===== src/design/rns_pkg.sv =====
// Shared types and constants for the range negate / range sum tree.
package rns_pkg;

  localparam int DEF_MAX_ELEMENTS = 1024;
  localparam int DEF_TREE_NODES   = 4096;
  localparam int CMDQ_DEPTH       = 2;
  localparam int IDX_W            = 10;
  localparam int DATA_W           = 32;
  localparam int CNT_W            = 11;

  typedef enum logic [1:0] {
    ACT_LOAD = 2'd0,
    ACT_FLIP = 2'd1,
    ACT_SUM  = 2'd2
  } action_t;

  // Work kinds handed from front to back; K_ZERO is a sum that covers nothing.
  typedef enum logic [1:0] {
    K_LOAD = 2'd0,
    K_FLIP = 2'd1,
    K_SUM  = 2'd2,
    K_ZERO = 2'd3
  } kind_t;

  typedef struct packed {
    kind_t              kind;
    logic [IDX_W-1:0]   lo;
    logic [IDX_W-1:0]   hi;
    logic [DATA_W-1:0]  val;
  } cmd_t;

  typedef struct packed {
    logic               pend;
    logic [DATA_W-1:0]  sum;
  } node_t;

endpackage


===== src/design/rns_front.sv =====
// Front end: classifies accepted words into tree work or drops them.
module rns_front
  import rns_pkg::*;
#(
  parameter int MAX_ELEMENTS = DEF_MAX_ELEMENTS
) (
  input  logic                      take,
  input  logic [1:0]                action,
  input  logic [IDX_W-1:0]          range_low,
  input  logic [IDX_W-1:0]          range_high,
  input  logic [DATA_W-1:0]         element_value,
  input  logic [((($clog2(MAX_ELEMENTS)+1) > CNT_W) ?
                 ($clog2(MAX_ELEMENTS)+1) : CNT_W)-1:0] last,
  output logic                      enq,
  output cmd_t                      cmd
);

  localparam int IW = $clog2(MAX_ELEMENTS) + 1;
  localparam int XW = (IW > CNT_W) ? IW : CNT_W;

  logic [XW-1:0] lo_x;
  logic [XW-1:0] hi_x;
  logic          span_ok;
  logic          keep;

  assign lo_x    = XW'(range_low);
  assign hi_x    = XW'(range_high);
  assign span_ok = (lo_x <= hi_x) && (hi_x <= last);
  assign enq     = take && keep;

  always_comb begin
    keep     = 1'b0;
    cmd.kind = K_SUM;
    cmd.lo   = range_low;
    cmd.hi   = range_high;
    cmd.val  = element_value;
    case (action_t'(action))
      ACT_LOAD: begin
        // a load walks as a one-element span
        keep     = (lo_x <= last);
        cmd.kind = K_LOAD;
        cmd.hi   = range_low;
      end
      ACT_FLIP: begin
        keep     = span_ok;
        cmd.kind = K_FLIP;
      end
      ACT_SUM: begin
        keep     = 1'b1;
        cmd.kind = span_ok ? K_SUM : K_ZERO;
      end
      default: begin
        keep = 1'b0;
      end
    endcase
  end

endmodule


===== config.mk =====
export PLATFORM = sky130hd
export DESIGN_NAME = rns_front
export DESIGN_NICKNAME = d
export VERILOG_FILES = /design/src/design/rns_pkg.sv /design/src/design/rns_front.sv
export SDC_FILE = /design/constraint.sdc
export NUM_CORES = 1
export LEC_CHECK = 0
export BUFFER_PORTS_ARGS = -buffer_cell sky130_fd_sc_hd__buf_4
export CAP_MARGIN = 20
export CORE_ASPECT_RATIO = 1.1
export CORE_UTILIZATION = 38
export DETAILED_ROUTE_END_ITERATION = 10
export PLACE_DENSITY = 0.85
export SLEW_MARGIN = 20
export SYNTH_ARGS = -nofsm -noshare
export SYNTH_HDL_FRONTEND = slang
export SYNTH_SLANG_ARGS = --single-unit

===== constraint.sdc =====
create_clock -name vclk -period 1.8
set_input_delay 0.09 -clock vclk [all_inputs]
set_output_delay 0.09 -clock vclk [all_outputs]
set_load 0.02 [all_outputs]

==> run summary <==
The total power divided by cell area is 277 mW/mm^2. The number of distinct library cells after synthesis came out at 28. STA classifies the critical path startpoint as a primary input. Before antenna repair, the detailed router went through 4 iterations. The remaining antenna violation count after routing came out at 0.

The peak supply drop came out at 0.000132 V. The endpoint type of the worst setup path is a primary output. The first global-routing pass estimated 3.92 mm of wire.

The total leakage power is 0.772 nW. The detailed-route DRC error count is 0. After detailed routing, the average wire length per cell comes to 12.1 microns. The tightest hold margin is 0.180 ns. The post-placement cell count came out at 213. The final global-route overflow total is 0.

The fmax came out at 571 MHz. The site row count came out at 21. The final-report hold violation count is 0. The final layout contains a sequential cell count of 0. Clock buffers in the final layout number 0. The worst pin sits at a relative slew slack of 81.9%. The number of warnings printed during yosys synthesis came out at 0.

Setup violations remaining at the end of the flow were counted as 0. The final design instance area without fill is 0.00142 sq mm. The pin count of the biggest net entering global routing came out at 21. The end-of-flow core utilization came out at 47.0%. Summed over all layers, the routed wires come to 2.60 mm. The synthesized net count came out at 262.

The die extent in x came out at 55.7 microns. The antenna diode count came out at 0. At the end of the flow, the number of nets in the layout was 278. The worst hold path belongs to the class primary input to primary output.

After detailed routing, the number of vias per cell comes to 4.96. The slew at the pin with the worst max-slew slack is 0.272 ns. The detailed router placed 1061 vias in this run. The tool flagged a number of max-cap violations equal to 0. The combined global-route utilization of all metal layers is 13.9%. For this run, the register share of the synthesized area comes to 0%. The mean instance size in the synthesized netlist is 7.25 sq um. The I/O pin count came out at 121. The run finished with clean final reports. The total of buffers placed on input and output ports is 57. Once the floorplan was initialized, standard cells occupied 39.8% of the core. The initial antenna violation count came out at 0. By startpoint and endpoint, the worst setup path is classified as primary input to primary output.

The peak fanout along the critical path is 2. The number of max-slew violations in the final report came out at 0. The HPWL after detailed placement is 2.26 mm. The post-synthesis instance area came out at 0.00120 sq mm. The number of DRC violations after detailed-routing iteration 0 came out at 11. The area of placed instances came out at 0.00136 sq mm.

The period utilization is 97.3%. The time the worst path needs with I/O delays and setup came out at 1.75 ns. The die outline area came out at 0.00340 sq mm. The core footprint is 0.00302 sq mm. The required time of the worst setup path came out at 1.71 ns. Buffers inserted to repair hold after CTS numbered 0.

The instance count of the mapped netlist came out at 166. The non-filler instance count after layout came out at 214. The area growth from synthesis to layout came out at 17.9%. Setup repair after global routing could not meet its margin everywhere. Summing all flip-flop and latch instances after layout gives 0 sq um.

The final weighted congestion in routability-driven placement came out at 0.893. At the worst endpoint, the arrival time is 1.66 ns. The die boundary height came out at 61.0 microns. The number of global-route vias before repair is 949. The worst slack after detailed placement came out at -0.0128 ns. The ratio of cells with drive above 1 in the final layout came out at 38.9%. Setup slack on the critical path of the routed design comes to 0.0486 ns.
## cell families (layout without fill, tap and decap cells)
logic type | after synthesis | after routing | share of synthesized area [%]
AO/OA/AOI/OAI | 38 | 38 | 21.2
adder cells (fa/ha/maj) | 30 | 30 | 31.2
buffers and inverters | 67 | 81 | 34.0
multiplexers | 1 | 1 | 1.25
AND/OR/NAND/NOR | 30 | 30 | 12.4
## synthesized netlist by cell type, drive strengths merged (2+ instances only)
cell,n,area [sq um]
o21ai,14,70.1
inv,22,82.6
clkbuf,3,11.3
buf,42,315
ha,30,375
o31ai,2,20.0
a211oi,3,27.5
nand4,4,25.0
a21oi,11,58.8
nand3,3,15.0
nor2,3,11.3
nand4b,2,17.5
nor2b,2,12.5
nand2,13,48.8
a21o,3,22.5
## cell usage in the layout (no fill, tap or decap)
cell type,instances
buf_4,55
ha_1,28
inv_1,21
nand2_1,13
o21ai_0,12
a21oi_1,10
nand4_1,4
buf_6,4
nor2_1,3
a21o_1,3
nand3_1,3
nor2b_1,2
a211oi_2,2
nand4b_1,2
ha_4,2
inv_4,1
o21a_1,1
o2111ai_1,1
o311ai_4,1
o21ai_1,1
or3_4,1
o21ai_2,1
nor3_1,1
a21oi_2,1
o31ai_2,1
mux2_4,1
nand3b_1,1
o31ai_1,1
o211ai_1,1
a211oi_1,1
o22ai_1,1
## area by class of cell
cell class / instances / area (sq um)
Multi-Input combinational cell: 99 / 833
Inverter: 22 / 85.1
Fill cell: 316 / 1600
Tap cell: 34 / 42.5
Timing Repair Buffer: 59 / 458
## worst max-delay path, stage by stage
cell,delay (ns)
buf_6,0.10
ha_4,0.26
a211oi_2,0.06
or3_4,0.38
buf_6,0.12
a21oi_2,0.13
o31ai_2,0.09
a21oi_1,0.16
mux2_4,0.16
buf_6,0.11
## metal layers
layer | wire length [microns] | global-route usage (%) | vias to the layer above | part of all wire [%]
met5 | 0 | 0 | - | 0
li1 | - | - | 559 | -
met4 | 2 | 1.07 | 0 | 0.077
met1 | 1070 | 16.1 | 462 | 41
met3 | 173 | 1.26 | 2 | 6.7
met2 | 1350 | 29.3 | 38 | 52
## worst paths after layout
| path | depth (start not counted) | start | slack, ns | end |
|---|---|---|---|---|
| worst max-delay path | 10 | range_high[8] | 0.05 | cmd[52] |
| worst min-delay path | 0 | element_value[11] | 0.18 | cmd[11] |
## power breakdown
group / total, mW / internal, mW / switching (mW) / leakage [nW]
logic: 0.394 / 0.195 / 0.199 / 0.772
registers: 0 / 0 / 0 / 0
clock network: 0 / 0 / 0 / 0
## metrics by stage
step	total power [mW]	setup TNS, ns
after CTS	0.383	0
after global placement	0.366	0
after floorplan	0.330	0
final	0.394	0
after detailed placement	0.373	-0.0128
after global routing	0.437	-0.00678
## timing repair
action / in CTS / in global routing
setup buffers: 1 / 0
resized for setup: 3 / 10
pin swaps: 3 / 6
setup endpoints to repair: 1 / 2
Note: power is estimated with default switching activity, not from simulation.
