`config.mk`:
```
export PLATFORM = sky130hd
export DESIGN_NAME = rns_cmdq
export DESIGN_NICKNAME = d
export VERILOG_FILES = /design/src/design/rns_pkg.sv /design/src/design/rns_cmdq.sv
export SDC_FILE = /design/constraint.sdc
export NUM_CORES = 1
export LEC_CHECK = 0
export ABC_AREA = 1
export BUFFER_PORTS_ARGS = -buffer_cell sky130_fd_sc_hd__buf_2
export CELL_PAD_IN_SITES_DETAIL_PLACEMENT = 1
export CELL_PAD_IN_SITES_GLOBAL_PLACEMENT = 2
export CORE_ASPECT_RATIO = 0.7
export CORE_MARGIN = 3
export CORE_UTILIZATION = 36
export CTS_BUF_LIST = sky130_fd_sc_hd__clkbuf_4 sky130_fd_sc_hd__clkbuf_8
export DETAILED_ROUTE_END_ITERATION = 16
export GPL_TIMING_DRIVEN = 0
export HOLD_SLACK_MARGIN = 0.15
export PLACE_DENSITY = 0.87
export SLEW_MARGIN = 30
export SYNTH_ARGS = -nofsm -noshare
export SYNTH_HDL_FRONTEND = slang
export SYNTH_SLANG_ARGS = --single-unit
```
`constraint.sdc`:
```
create_clock -name clk -period 3.2 [get_ports clk]
set_input_delay 0.64 -clock clk [delete_from_list [all_inputs] [get_ports clk]]
set_output_delay 0.64 -clock clk [all_outputs]
set_load 0.03 [all_outputs]
```
`src/design/rns_pkg.sv`:
```
// Shared types and constants for the range negate / range sum tree.
package rns_pkg;

  localparam int DEF_MAX_ELEMENTS = 1024;
  localparam int DEF_TREE_NODES   = 4096;
  localparam int CMDQ_DEPTH       = 2;
  localparam int IDX_W            = 10;
  localparam int DATA_W           = 32;
  localparam int CNT_W            = 11;

  typedef enum logic [1:0] {
    ACT_LOAD = 2'd0,
    ACT_FLIP = 2'd1,
    ACT_SUM  = 2'd2
  } action_t;

  // Work kinds handed from front to back; K_ZERO is a sum that covers nothing.
  typedef enum logic [1:0] {
    K_LOAD = 2'd0,
    K_FLIP = 2'd1,
    K_SUM  = 2'd2,
    K_ZERO = 2'd3
  } kind_t;

  typedef struct packed {
    kind_t              kind;
    logic [IDX_W-1:0]   lo;
    logic [IDX_W-1:0]   hi;
    logic [DATA_W-1:0]  val;
  } cmd_t;

  typedef struct packed {
    logic               pend;
    logic [DATA_W-1:0]  sum;
  } node_t;

endpackage

```
`src/design/rns_cmdq.sv`:
```
// Short command queue between the front classifier and the tree walker.
module rns_cmdq
  import rns_pkg::*;
#(
  parameter int DEPTH = CMDQ_DEPTH
) (
  input  logic clk,
  input  logic rst,
  input  logic wr_en,
  input  cmd_t wr_data,
  output logic q_full,
  input  logic rd_en,
  output cmd_t rd_data,
  output logic q_empty
);

  localparam int PW = (DEPTH > 1) ? $clog2(DEPTH) : 1;
  localparam int CW = $clog2(DEPTH + 1);

  cmd_t          slots [DEPTH];
  logic [PW-1:0] wptr;
  logic [PW-1:0] rptr;
  logic [CW-1:0] fill;

  assign q_full  = (fill == CW'(DEPTH));
  assign q_empty = (fill == '0);
  assign rd_data = slots[rptr];

  always_ff @(posedge clk) begin
    if (wr_en) begin
      slots[wptr] <= wr_data;
    end
  end

  always_ff @(posedge clk) begin
    if (rst) begin
      wptr <= '0;
      rptr <= '0;
      fill <= '0;
    end else begin
      if (wr_en) begin
        wptr <= (wptr == PW'(DEPTH - 1)) ? '0 : wptr + 1'b1;
      end
      if (rd_en) begin
        rptr <= (rptr == PW'(DEPTH - 1)) ? '0 : rptr + 1'b1;
      end
      if (wr_en && !rd_en) begin
        fill <= fill + 1'b1;
      end else if (rd_en && !wr_en) begin
        fill <= fill - 1'b1;
      end
    end
  end

endmodule

```
==> results.sh, run 1 <==
export IMPL_status="finished clean"
export IMPL_r2r_cells=3
export IMPL_muxShareOfSynthArea_pct=18.2
export IMPL_cts_buffers=17
export IMPL_hold_buffers=0
export IMPL_drc_errors=0
export IMPL_insertion_delay_ps=420
export IMPL_synthesis_nets=260
export IMPL_r2r_slack_ps=1840
export IMPL_rows=33
export IMPL_clkTransAtPathRegs_ps=70
export IMPL_dieArea_um2=13500
export IMPL_grt_util_all_layers_pct=12.4
export IMPL_place_congestion=0.659
export IMPL_synth_seq_cells=113
export IMPL_yosysMostFrequentCell="edfxtp_1"
export IMPL_grt_pass1_wl_um=12400
export IMPL_crit_path_end_kind="output port"
export IMPL_ctsRootBufferMaster="clkbuf_8"
export IMPL_synth_compound_area_share_pct=0.229
export IMPL_vias_per_cell=4.38
export IMPL_final_setup_worst_slack_ps=954
export IMPL_dieWidth_um=138
export IMPL_antenna_cells=0
export IMPL_fin_nets=396
export IMPL_postRouteAntennaNets=0
export IMPL_crit_type="flop to output port"
export IMPL_antenna_found_initial=1
export IMPL_maxCapViolCount=0
export IMPL_core_um2=11800
export IMPL_grt_overflow=0
export IMPL_relSlewSlack_pct=73.9
export IMPL_cpLargestDelayFamily="buffers and inverters"
export IMPL_synthAdderAreaFrac_pct=0.286
export IMPL_r2r_start="wptr$_SDFFE_PP0P_"
export IMPL_ys_seq_area_share_pct=76.4
export IMPL_yosys_area_share_simple_pct=1.40
export IMPL_post_dp_hpwl_um=5760
export IMPL_fmax_ghz=0.445
export IMPL_worst_path_buf_inv=3
export IMPL_cts_resized_gates=0
export IMPL_crit_chain="buf_6 > buf_12 > mux2_4 > buf_2"
export IMPL_r2r_end="slots[0][10]$_DFFE_PP_"
export IMPL_drive_gt1_share_pct=59.4
export IMPL_peakVddDrop_v=0.000374
export IMPL_fill_cells=1154
export IMPL_io_buffers=113
export IMPL_post_cts_buffers=0
export IMPL_fin_crit_sh_pct=70.2
export IMPL_totalWireLength_um=8150
export IMPL_drt_iter0_drc=52
export IMPL_drtPass1Iterations=5
export IMPL_finalSetupViolations=0
export IMPL_crit_arrival_ps=1610
export IMPL_worst_slew_pin_slew_ps=390
export IMPL_synthFlopType="edfxtp_1"
export IMPL_period_needed_ps=2250
export IMPL_hold_viol=0
export IMPL_required_ps=2560
export IMPL_start_kind="flop"
export IMPL_hp_class="input port to flop"
export IMPL_area_growth_synth_to_final_pct=28.6
export IMPL_critical_path_slowest_cell="dfxtp_1"
export IMPL_die_h_um=98.3
export IMPL_place_ws_ps=1320
export IMPL_yosys_top_cells_area="edfxtp_1 74%, mux2_4 17%, buf_12 2.3%"
export IMPL_synth_warnings=0
export IMPL_async_flop_share_pct=0
export IMPL_cts_tree="yes"
export IMPL_grt_max_degree=41
export IMPL_p_per_area_nw_per_um2=636
export IMPL_post_drt_wl_per_cell_um=16.1
export IMPL_synth_edf_count=108
export IMPL_drv_slew=0
export IMPL_initial_core_util_pct=37.1
export IMPL_synth_largest_area_cell="edfxtp_1"
export IMPL_ioPinCount=114
export IMPL_synth_xor_area_share_pct=0.200
export IMPL_synthCells=201
export IMPL_synth_top_family_by_area="multiplexers"
export IMPL_ys_top_cells_by_count="108 x edfxtp_1, 50 x mux2_4, 9 x inv_1, 7 x nor2_1"
export IMPL_cts_htree_levels=4
export IMPL_skew_ps=4.76
export IMPL_cp_depth=4
export IMPL_syn_area_per_cell_um2=21.8
export IMPL_cp_max_fo=10
export IMPL_max_stage_delay_ps=330
export IMPL_cts_buffer_depth=2
export IMPL_synth_top_area_share_pct=74.1
export IMPL_leakage_uw=0.00226
export IMPL_fin_setup_tns_ps=0
export IMPL_clock_sinks=113
export IMPL_grt_pass1_vias=2471
export IMPL_yosysUniqueCellTypes=16
export IMPL_synth_cell_area_um2=4380
export IMPL_worstSetupEndpoint="rd_data[17]"
export IMPL_rsz0062_at_grt="false"
export IMPL_via_count=2222
[registers in the layout (all words and copies together) (netlist names), named ones only]
register	count
wptr	1
fill	2
rptr	1
slots	108
[cells in the final DEF, fill, tap and decap left out]
cell type / count
a21oi_1: 1
buf_12: 6
buf_16: 2
buf_2: 113
buf_6: 1
buf_8: 1
bufinv_16: 3
clkbuf_4: 1
clkbuf_8: 17
clkinv_1: 3
clkinv_2: 6
clkinvlp_4: 2
dfxtp_1: 5
edfxtp_1: 108
ha_1: 1
inv_1: 8
inv_4: 1
mux2_2: 4
mux2_4: 50
nand2_1: 5
nand3_1: 1
nand4_1: 1
nor2_1: 6
nor2_4: 1
nor3_1: 1
o21ai_0: 1
xnor2_1: 1
[layer usage]
layer | vias to the layer above | global-route usage, % | part of all wire (%)
met2 | 73 | 20.8 | 51
met3 | 13 | 6.39 | 7.9
met4 | 2 | 4.10 | 1.4
met1 | 1090 | 13.5 | 40
met5 | - | 0 | 0.16
li1 | 1044 | - | -
[power by group]
part,total [uW],internal (uW),switching (uW)
Combinational,543,233,310
Sequential,1730,1710,22.8
Clock,1310,760,546
[worst min-delay path by stage]
stage,startpoint,to,depth (start not counted)
finish,wr_data[49],slots[0][49]$_DFFE_PP_,1
global route,wr_data[0],slots[0][0]$_DFFE_PP_,1
CTS,wr_data[49],slots[0][49]$_DFFE_PP_,1
detailed placement,rptr$_SDFFE_PP0P_,flop,2
global placement,rptr$_SDFFE_PP0P_,rptr$_SDFFE_PP0P_,2
floorplan,rptr$_SDFFE_PP0P_,flop,2
[layout make-up]
class                      instances  area (um2)  share of cell area [%]
buffer                             6         111                    1.98
inverter                           9        36.3                   0.645
timing repair buffer             117         656                    11.7
tap                              157         196                    3.49
multi-input combinational         73         896                    15.9
clock inverter                    14         146                    2.60
sequential                       113        3340                    59.4
clock buffer                      18         241                    4.29
[logic make-up after synthesis]
family          after synthesis
compound gates                2
xor+xnor                      1
fa+ha+maj                     1
buf+inv                      15
flops                       113
mux                          54
simple gates                 15
[per-stage QoR]
step / total power [uW] / cell area, um2 / hold slack (ps) / std cells / util, %
after floorplan: 2150 / 4380 / 480 / 201 / -
after global placement: 2290 / 5140 / 502 / 471 / 43.5
after detailed placement: 2320 / 5240 / 510 / 475 / 44.4
after CTS: 3640 / 5630 / 370 / 507 / 47.6
after global routing: 3740 / 5630 / 369 / 507 / 47.6
final: 3580 / 5630 / 409 / 507 / 47.6
[worst reg2reg max path: stages, from the launching register on]
cell	delay, ps
dfxtp_1	350
nor2_4	350
buf_8	210
buf_16	160
Power figures use the tool's default switching activity.
==> inputs of run 2 (changes only) <==
--- a/config.mk
+++ b/config.mk
@@ -11,12 +11,12 @@
 export CELL_PAD_IN_SITES_GLOBAL_PLACEMENT = 2
 export CORE_ASPECT_RATIO = 0.7
 export CORE_MARGIN = 3
-export CORE_UTILIZATION = 36
+export CORE_UTILIZATION = 40
 export CTS_BUF_LIST = sky130_fd_sc_hd__clkbuf_4 sky130_fd_sc_hd__clkbuf_8
 export DETAILED_ROUTE_END_ITERATION = 16
 export GPL_TIMING_DRIVEN = 0
 export HOLD_SLACK_MARGIN = 0.15
-export PLACE_DENSITY = 0.87
+export PLACE_DENSITY = 0.91
 export SLEW_MARGIN = 30
 export SYNTH_ARGS = -nofsm -noshare
 export SYNTH_HDL_FRONTEND = slang
==> constraint.sdc (replaced) <==
create_clock -name clk -period 2.25 [get_ports clk]
set_input_delay 0.45 -clock clk [delete_from_list [all_inputs] [get_ports clk]]
set_output_delay 0.45 -clock clk [all_outputs]
set_load 0.03 [all_outputs]
==> results.sh, run 2 (synthesis gave the netlist of run 1 again) <==
export IMPL_final_common_cell="buf_2"
export IMPL_skew_ps=5.04
export IMPL_grt_pass1_wl_um=12700
export IMPL_rows=31
export IMPL_clock_sinks=113
export IMPL_switching_share_pct=25.3
export IMPL_top_regs="slots: 108 flops, fill: 2 flops"
export IMPL_dieArea_um2=12300
export IMPL_antenna_found_initial=0
export IMPL_cts_htree_levels=4
export IMPL_fmax_ghz=0.486
export IMPL_multi_input_area_um2=896
export IMPL_cts_tree="yes"
export IMPL_r2r_cells=3
export IMPL_fin_nets=395
export IMPL_drtPass1Iterations=4
export IMPL_initial_core_util_pct=41.6
export IMPL_worst_slew_pin_slew_ps=522
export IMPL_antenna_cells=0
export IMPL_hp_class="input port to flop"
export IMPL_r2r_start="wptr$_SDFFE_PP0P_"
export IMPL_ioPinCount=114
export IMPL_crit_type="flop to output port"
export IMPL_grt_max_degree=32
export IMPL_grt_util_all_layers_pct=14.4
export IMPL_fin_setup_tns_ps=0
export IMPL_drive_gt1_share_pct=58.3
export IMPL_core_um2=10500
export IMPL_grt_overflow=0
export IMPL_dpl_cell_area_um2=5210
export IMPL_final_area_um2=5520
export IMPL_p_int_uw=3580
export IMPL_status="finished clean"
export IMPL_post_cts_buffers=0
export IMPL_largest_register="slots"
export IMPL_p_per_area_nw_per_um2=867
export IMPL_drt_iter0_drc=60
export IMPL_postRouteAntennaNets=0
export IMPL_largest_register_ffs=108
export IMPL_vias_per_cell=4.48
export IMPL_required_ps=1800
export IMPL_relSlewSlack_pct=65.1
export IMPL_drc_errors=0
export IMPL_totalWireLength_um=8440
export IMPL_r2r_slack_ps=850
export IMPL_hold_buffers=0
export IMPL_clkTransAtPathRegs_ps=60
export IMPL_place_congestion=0.675
export IMPL_period_needed_ps=2060
export IMPL_drv_slew=0
export IMPL_final_core_util_pct=52.5
export IMPL_cp_max_fo=10
export IMPL_crit_arrival_ps=1610
export IMPL_area_growth_synth_to_final_pct=26.2
export IMPL_io_buffers=113
export IMPL_cts_buffers=17
export IMPL_r2r_end="slots[1][20]$_DFFE_PP_"
export IMPL_maxCapViolCount=0
export IMPL_hold_viol=0
export IMPL_insertion_delay_ps=410
export IMPL_finalSetupViolations=0
export IMPL_hold_path_endpoint="slots[0][22]$_DFFE_PP_"
export IMPL_crit_path_end_kind="output port"
export IMPL_fill_cells=1001
export IMPL_fin_hold_ws_ps=226
export IMPL_grt_pass1_vias=2424
export IMPL_power_frac_clock_pct=32.3
export IMPL_fin_crit_sh_pct=91.5
export IMPL_holdPathStages=1
export IMPL_start_kind="flop"
export IMPL_die_h_um=93.5
export IMPL_final_setup_worst_slack_ps=192
export IMPL_ctsRootBufferMaster="clkbuf_8"
export IMPL_cts_resized_gates=0
export IMPL_leakage_uw=0.00222
export IMPL_p_seq_share_pct=51.5
export IMPL_p_sw_uw=1210
export IMPL_rsz0062_at_grt="false"
export IMPL_dieWidth_um=131
export IMPL_power_frac_comb_pct=16.2
export IMPL_place_ws_ps=572
export IMPL_hold_start="wr_data[22]"
export IMPL_peakVddDrop_v=0.000391
export IMPL_seq_area_um2=3340
export IMPL_via_count=2211
export IMPL_cts_buffer_depth=2
export IMPL_post_dp_hpwl_um=5910
export IMPL_post_drt_wl_per_cell_um=17.1
export IMPL_most_common_layout_cells="113 x buf_2, 108 x edfxtp_1, 50 x mux2_4, 17 x clkbuf_8, 8 x inv_1"
-- run 2: cell count changes in the layout (fill, tap and decap cells not counted) --
cell	before	now
clkinvlp_4	2	1
clkinv_2	6	4
clkinv_1	3	5
bufinv_16	3	1
buf_8	1	0
clkbuf_4	1	0
-- run 2: area by class of cell --
class / count / area share [%]
plain buffers: 6 / 2.02
clock inverters: 11 / 1.38
well taps: 148 / 3.35
repair buffers: 116 / 11.6
multi-input cells: 73 / 16.2
inverters: 9 / 0.657
flip-flops and latches: 113 / 60.5
clock buffers: 17 / 4.24
-- run 2: power groups by stage --
stage | clock [uW] | sequential [uW] | combinational [uW]
after floorplan | 0 | 2500 | 550
after global placement | 0 | 2510 | 746
after detailed placement | 0 | 2510 | 787
after CTS | 1620 | 2470 | 790
after global routing | 1700 | 2480 | 825
final | 1550 | 2460 | 776
-- run 2: worst max path at each step --
stage	endpoint	cells after the start	slack (ps)
after detailed placement	slots[0][39]$_DFFE_PP_	4	570
after CTS	rd_data[53]	4	130
after global placement	slots[1][15]$_DFFE_PP_	3	-480
final	rd_data[8]	4	190
after global routing	rd_data[8]	4	100
after floorplan	slots[1][0]$_DFFE_PP_	2	270
-- run 2: critical path: stages (launching register included) --
cell and delay (ps):
dfxtp_1 320, buf_6 210, buf_12 180, mux2_4 310, buf_2 180
-- run 2: layer usage --
metal | share of wire (%) | wire (um) | track usage [%]
met4 | 1.2 | 99 | 5.39
met3 | 7.9 | 670 | 6.05
met2 | 47 | 4000 | 22.0
met5 | 0 | 0 | 0
met1 | 43 | 3660 | 18.2
-- run 2: metrics by stage --
stage / std cells / power, uW
after CTS: 493 / 4880
after global placement: 462 / 3250
after global routing: 493 / 5000
after detailed placement: 465 / 3300
after floorplan: 201 / 3050
final: 493 / 4790
==> inputs of run 3 (changes only) <==
--- a/config.mk
+++ b/config.mk
@@ -9,7 +9,6 @@
 export BUFFER_PORTS_ARGS = -buffer_cell sky130_fd_sc_hd__buf_2
 export CELL_PAD_IN_SITES_DETAIL_PLACEMENT = 1
 export CELL_PAD_IN_SITES_GLOBAL_PLACEMENT = 2
-export CORE_ASPECT_RATIO = 0.7
 export CORE_MARGIN = 3
 export CORE_UTILIZATION = 40
 export CTS_BUF_LIST = sky130_fd_sc_hd__clkbuf_4 sky130_fd_sc_hd__clkbuf_8
@@ -17,7 +16,7 @@
 export GPL_TIMING_DRIVEN = 0
 export HOLD_SLACK_MARGIN = 0.15
 export PLACE_DENSITY = 0.91
-export SLEW_MARGIN = 30
+export SLEW_MARGIN = 0
 export SYNTH_ARGS = -nofsm -noshare
 export SYNTH_HDL_FRONTEND = slang
 export SYNTH_SLANG_ARGS = --single-unit
==> results.sh, run 3 (synthesis gave the netlist of run 1 again) <==
export IMPL_status="finished clean"
export IMPL_hold_start="wr_data[36]"
export IMPL_area_growth_synth_to_final_pct=29.2
export IMPL_io_buffers=113
export IMPL_critical_path_slowest_cell="dfxtp_1"
export IMPL_largest_register_ffs=108
export IMPL_final_common_cell="buf_2"
export IMPL_hold_viol=0
export IMPL_grt_pass1_vias=2561
export IMPL_finalSetupViolations=0
export IMPL_grt_pass1_wl_um=12900
export IMPL_fin_nets=395
export IMPL_peakVddDrop_v=0.000538
export IMPL_fin_crit_sh_pct=90.8
export IMPL_cts_resized_gates=0
export IMPL_cpLargestDelayFamily="buffers and inverters"
export IMPL_hp_class="input port to flop"
export IMPL_drtPass1Iterations=4
export IMPL_die_h_um=111
export IMPL_top_regs="slots: 108 flops, fill: 2 flops"
export IMPL_worst_slew_pin_slew_ps=676
export IMPL_required_ps=1800
export IMPL_numPlacedInstances=453
export IMPL_clock_sinks=113
export IMPL_fmax_ghz=0.489
export IMPL_period_needed_ps=2040
export IMPL_r2r_slack_ps=620
export IMPL_p_per_area_nw_per_um2=954
export IMPL_grt_overflow=0
export IMPL_wl_met1_um=3190
export IMPL_p_total_uw=5390
export IMPL_drt_iter0_drc=77
export IMPL_leakage_uw=0.00229
export IMPL_post_drt_wl_per_cell_um=16.3
export IMPL_antenna_found_initial=0
export IMPL_core_um2=10500
export IMPL_drv_slew=0
export IMPL_via_count=2202
export IMPL_vias_per_cell=4.54
export IMPL_relSlewSlack_pct=54.8
export IMPL_post_dp_hpwl_um=5360
export IMPL_r2r_end="slots[0][25]$_DFFE_PP_"
export IMPL_worstSetupEndpoint="rd_data[45]"
export IMPL_drc_errors=0
export IMPL_cp_depth=4
export IMPL_ctsRootBufferMaster="clkbuf_8"
export IMPL_crit_type="flop to output port"
export IMPL_cts_buffers=17
export IMPL_crit_arrival_ps=1590
export IMPL_cts_tree="yes"
export IMPL_crit_chain="buf_6 > buf_12 > mux2_4 > buf_2"
export IMPL_largest_register="slots"
export IMPL_grt_util_all_layers_pct=13.7
export IMPL_top_layer="met4"
export IMPL_insertion_delay_ps=410
export IMPL_r2r_cells=3
export IMPL_ioPinCount=114
export IMPL_wl_met3_um=420
export IMPL_hold_buffers=0
export IMPL_post_cts_buffers=0
export IMPL_rows=37
export IMPL_skew_ps=7.69
export IMPL_initial_core_util_pct=41.8
export IMPL_drive_gt1_share_pct=60.2
export IMPL_cts_buffer_depth=2
export IMPL_final_cells=485
export IMPL_worst_path_buf_inv=3
export IMPL_clkTransAtPathRegs_ps=60
export IMPL_maxCapViolCount=0
export IMPL_antenna_cells=0
export IMPL_max_stage_delay_ps=320
export IMPL_r2r_start="wptr$_SDFFE_PP0P_"
export IMPL_place_congestion=0.672
export IMPL_cp_max_fo=10
export IMPL_postRouteAntennaNets=0
export IMPL_start_kind="flop"
export IMPL_dieWidth_um=111
export IMPL_wl_met2_um=4190
export IMPL_cts_htree_levels=4
export IMPL_totalWireLength_um=7920
export IMPL_rsz0062_at_grt="false"
export IMPL_grt_max_degree=39
export IMPL_dieArea_um2=12200
export IMPL_crit_path_end_kind="output port"
export IMPL_most_common_layout_cells="113 x buf_2, 108 x edfxtp_1, 50 x mux2_4, 19 x clkbuf_8, 8 x inv_1"
run 3: cell types whose count changed in the layout (fill, tap and decap cells not counted):
cell        delta
clkinvlp_4     +1
clkbuf_4       +2
inv_4          -1
bufinv_16      +4
inv_2          +1
clkinv_1       -5
clkbuf_8       +2
run 3: final cells by class:
type                       count  area, um2
buffer                         6        111
clock inverter                11        185
timing repair buffer         116        641
sequential                   113       3340
inverter                       9       33.8
fill                        1001       4810
multi-input combinational     73        896
clock buffer                  21        277
tap                          136        170
run 3: through the flow:
step	area, um2	setup TNS [ps]	hold WS, ps	utilization, %	worst slack (ps)
detailed placement	5190	0	498	49.7	289
global placement	5120	-29880	496	48.9	-493
CTS	5660	0	186	54.1	162
finish	5660	0	221	54.1	207
global route	5660	0	187	54.1	131
floorplan	4380	0	480	-	273
run 3: power by group:
| part | internal, uW | total (uW) | leakage (uW) | switching, uW |
|---|---|---|---|---|
| clock | 1390 | 2170 | 0.000232 | 771 |
| combinational | 327 | 764 | 0.00100 | 437 |
| sequential | 2430 | 2460 | 0.00106 | 32.7 |
| total | 4150 | 5390 | 0.00229 | 1240 |
run 3: metal layers:
layer	GRT usage, %	up-vias
met2	23.8	76
met4	5.83	0
met5	0	-
met1	15.2	1072
li1	-	1044
met3	4.93	10
run 3: how the worst min path moves through the flow:
stage                                  end  slack [ps]  cells after the start
floorplan                             flop         480                      2
global placement         rptr$_SDFFE_PP0P_         500                      2
detailed placement                    flop         500                      2
global route        slots[0][44]$_DFFE_PP_         190                      1
CTS                 slots[0][24]$_DFFE_PP_         190                      1
finish              slots[1][36]$_DFFE_PP_         220                      1
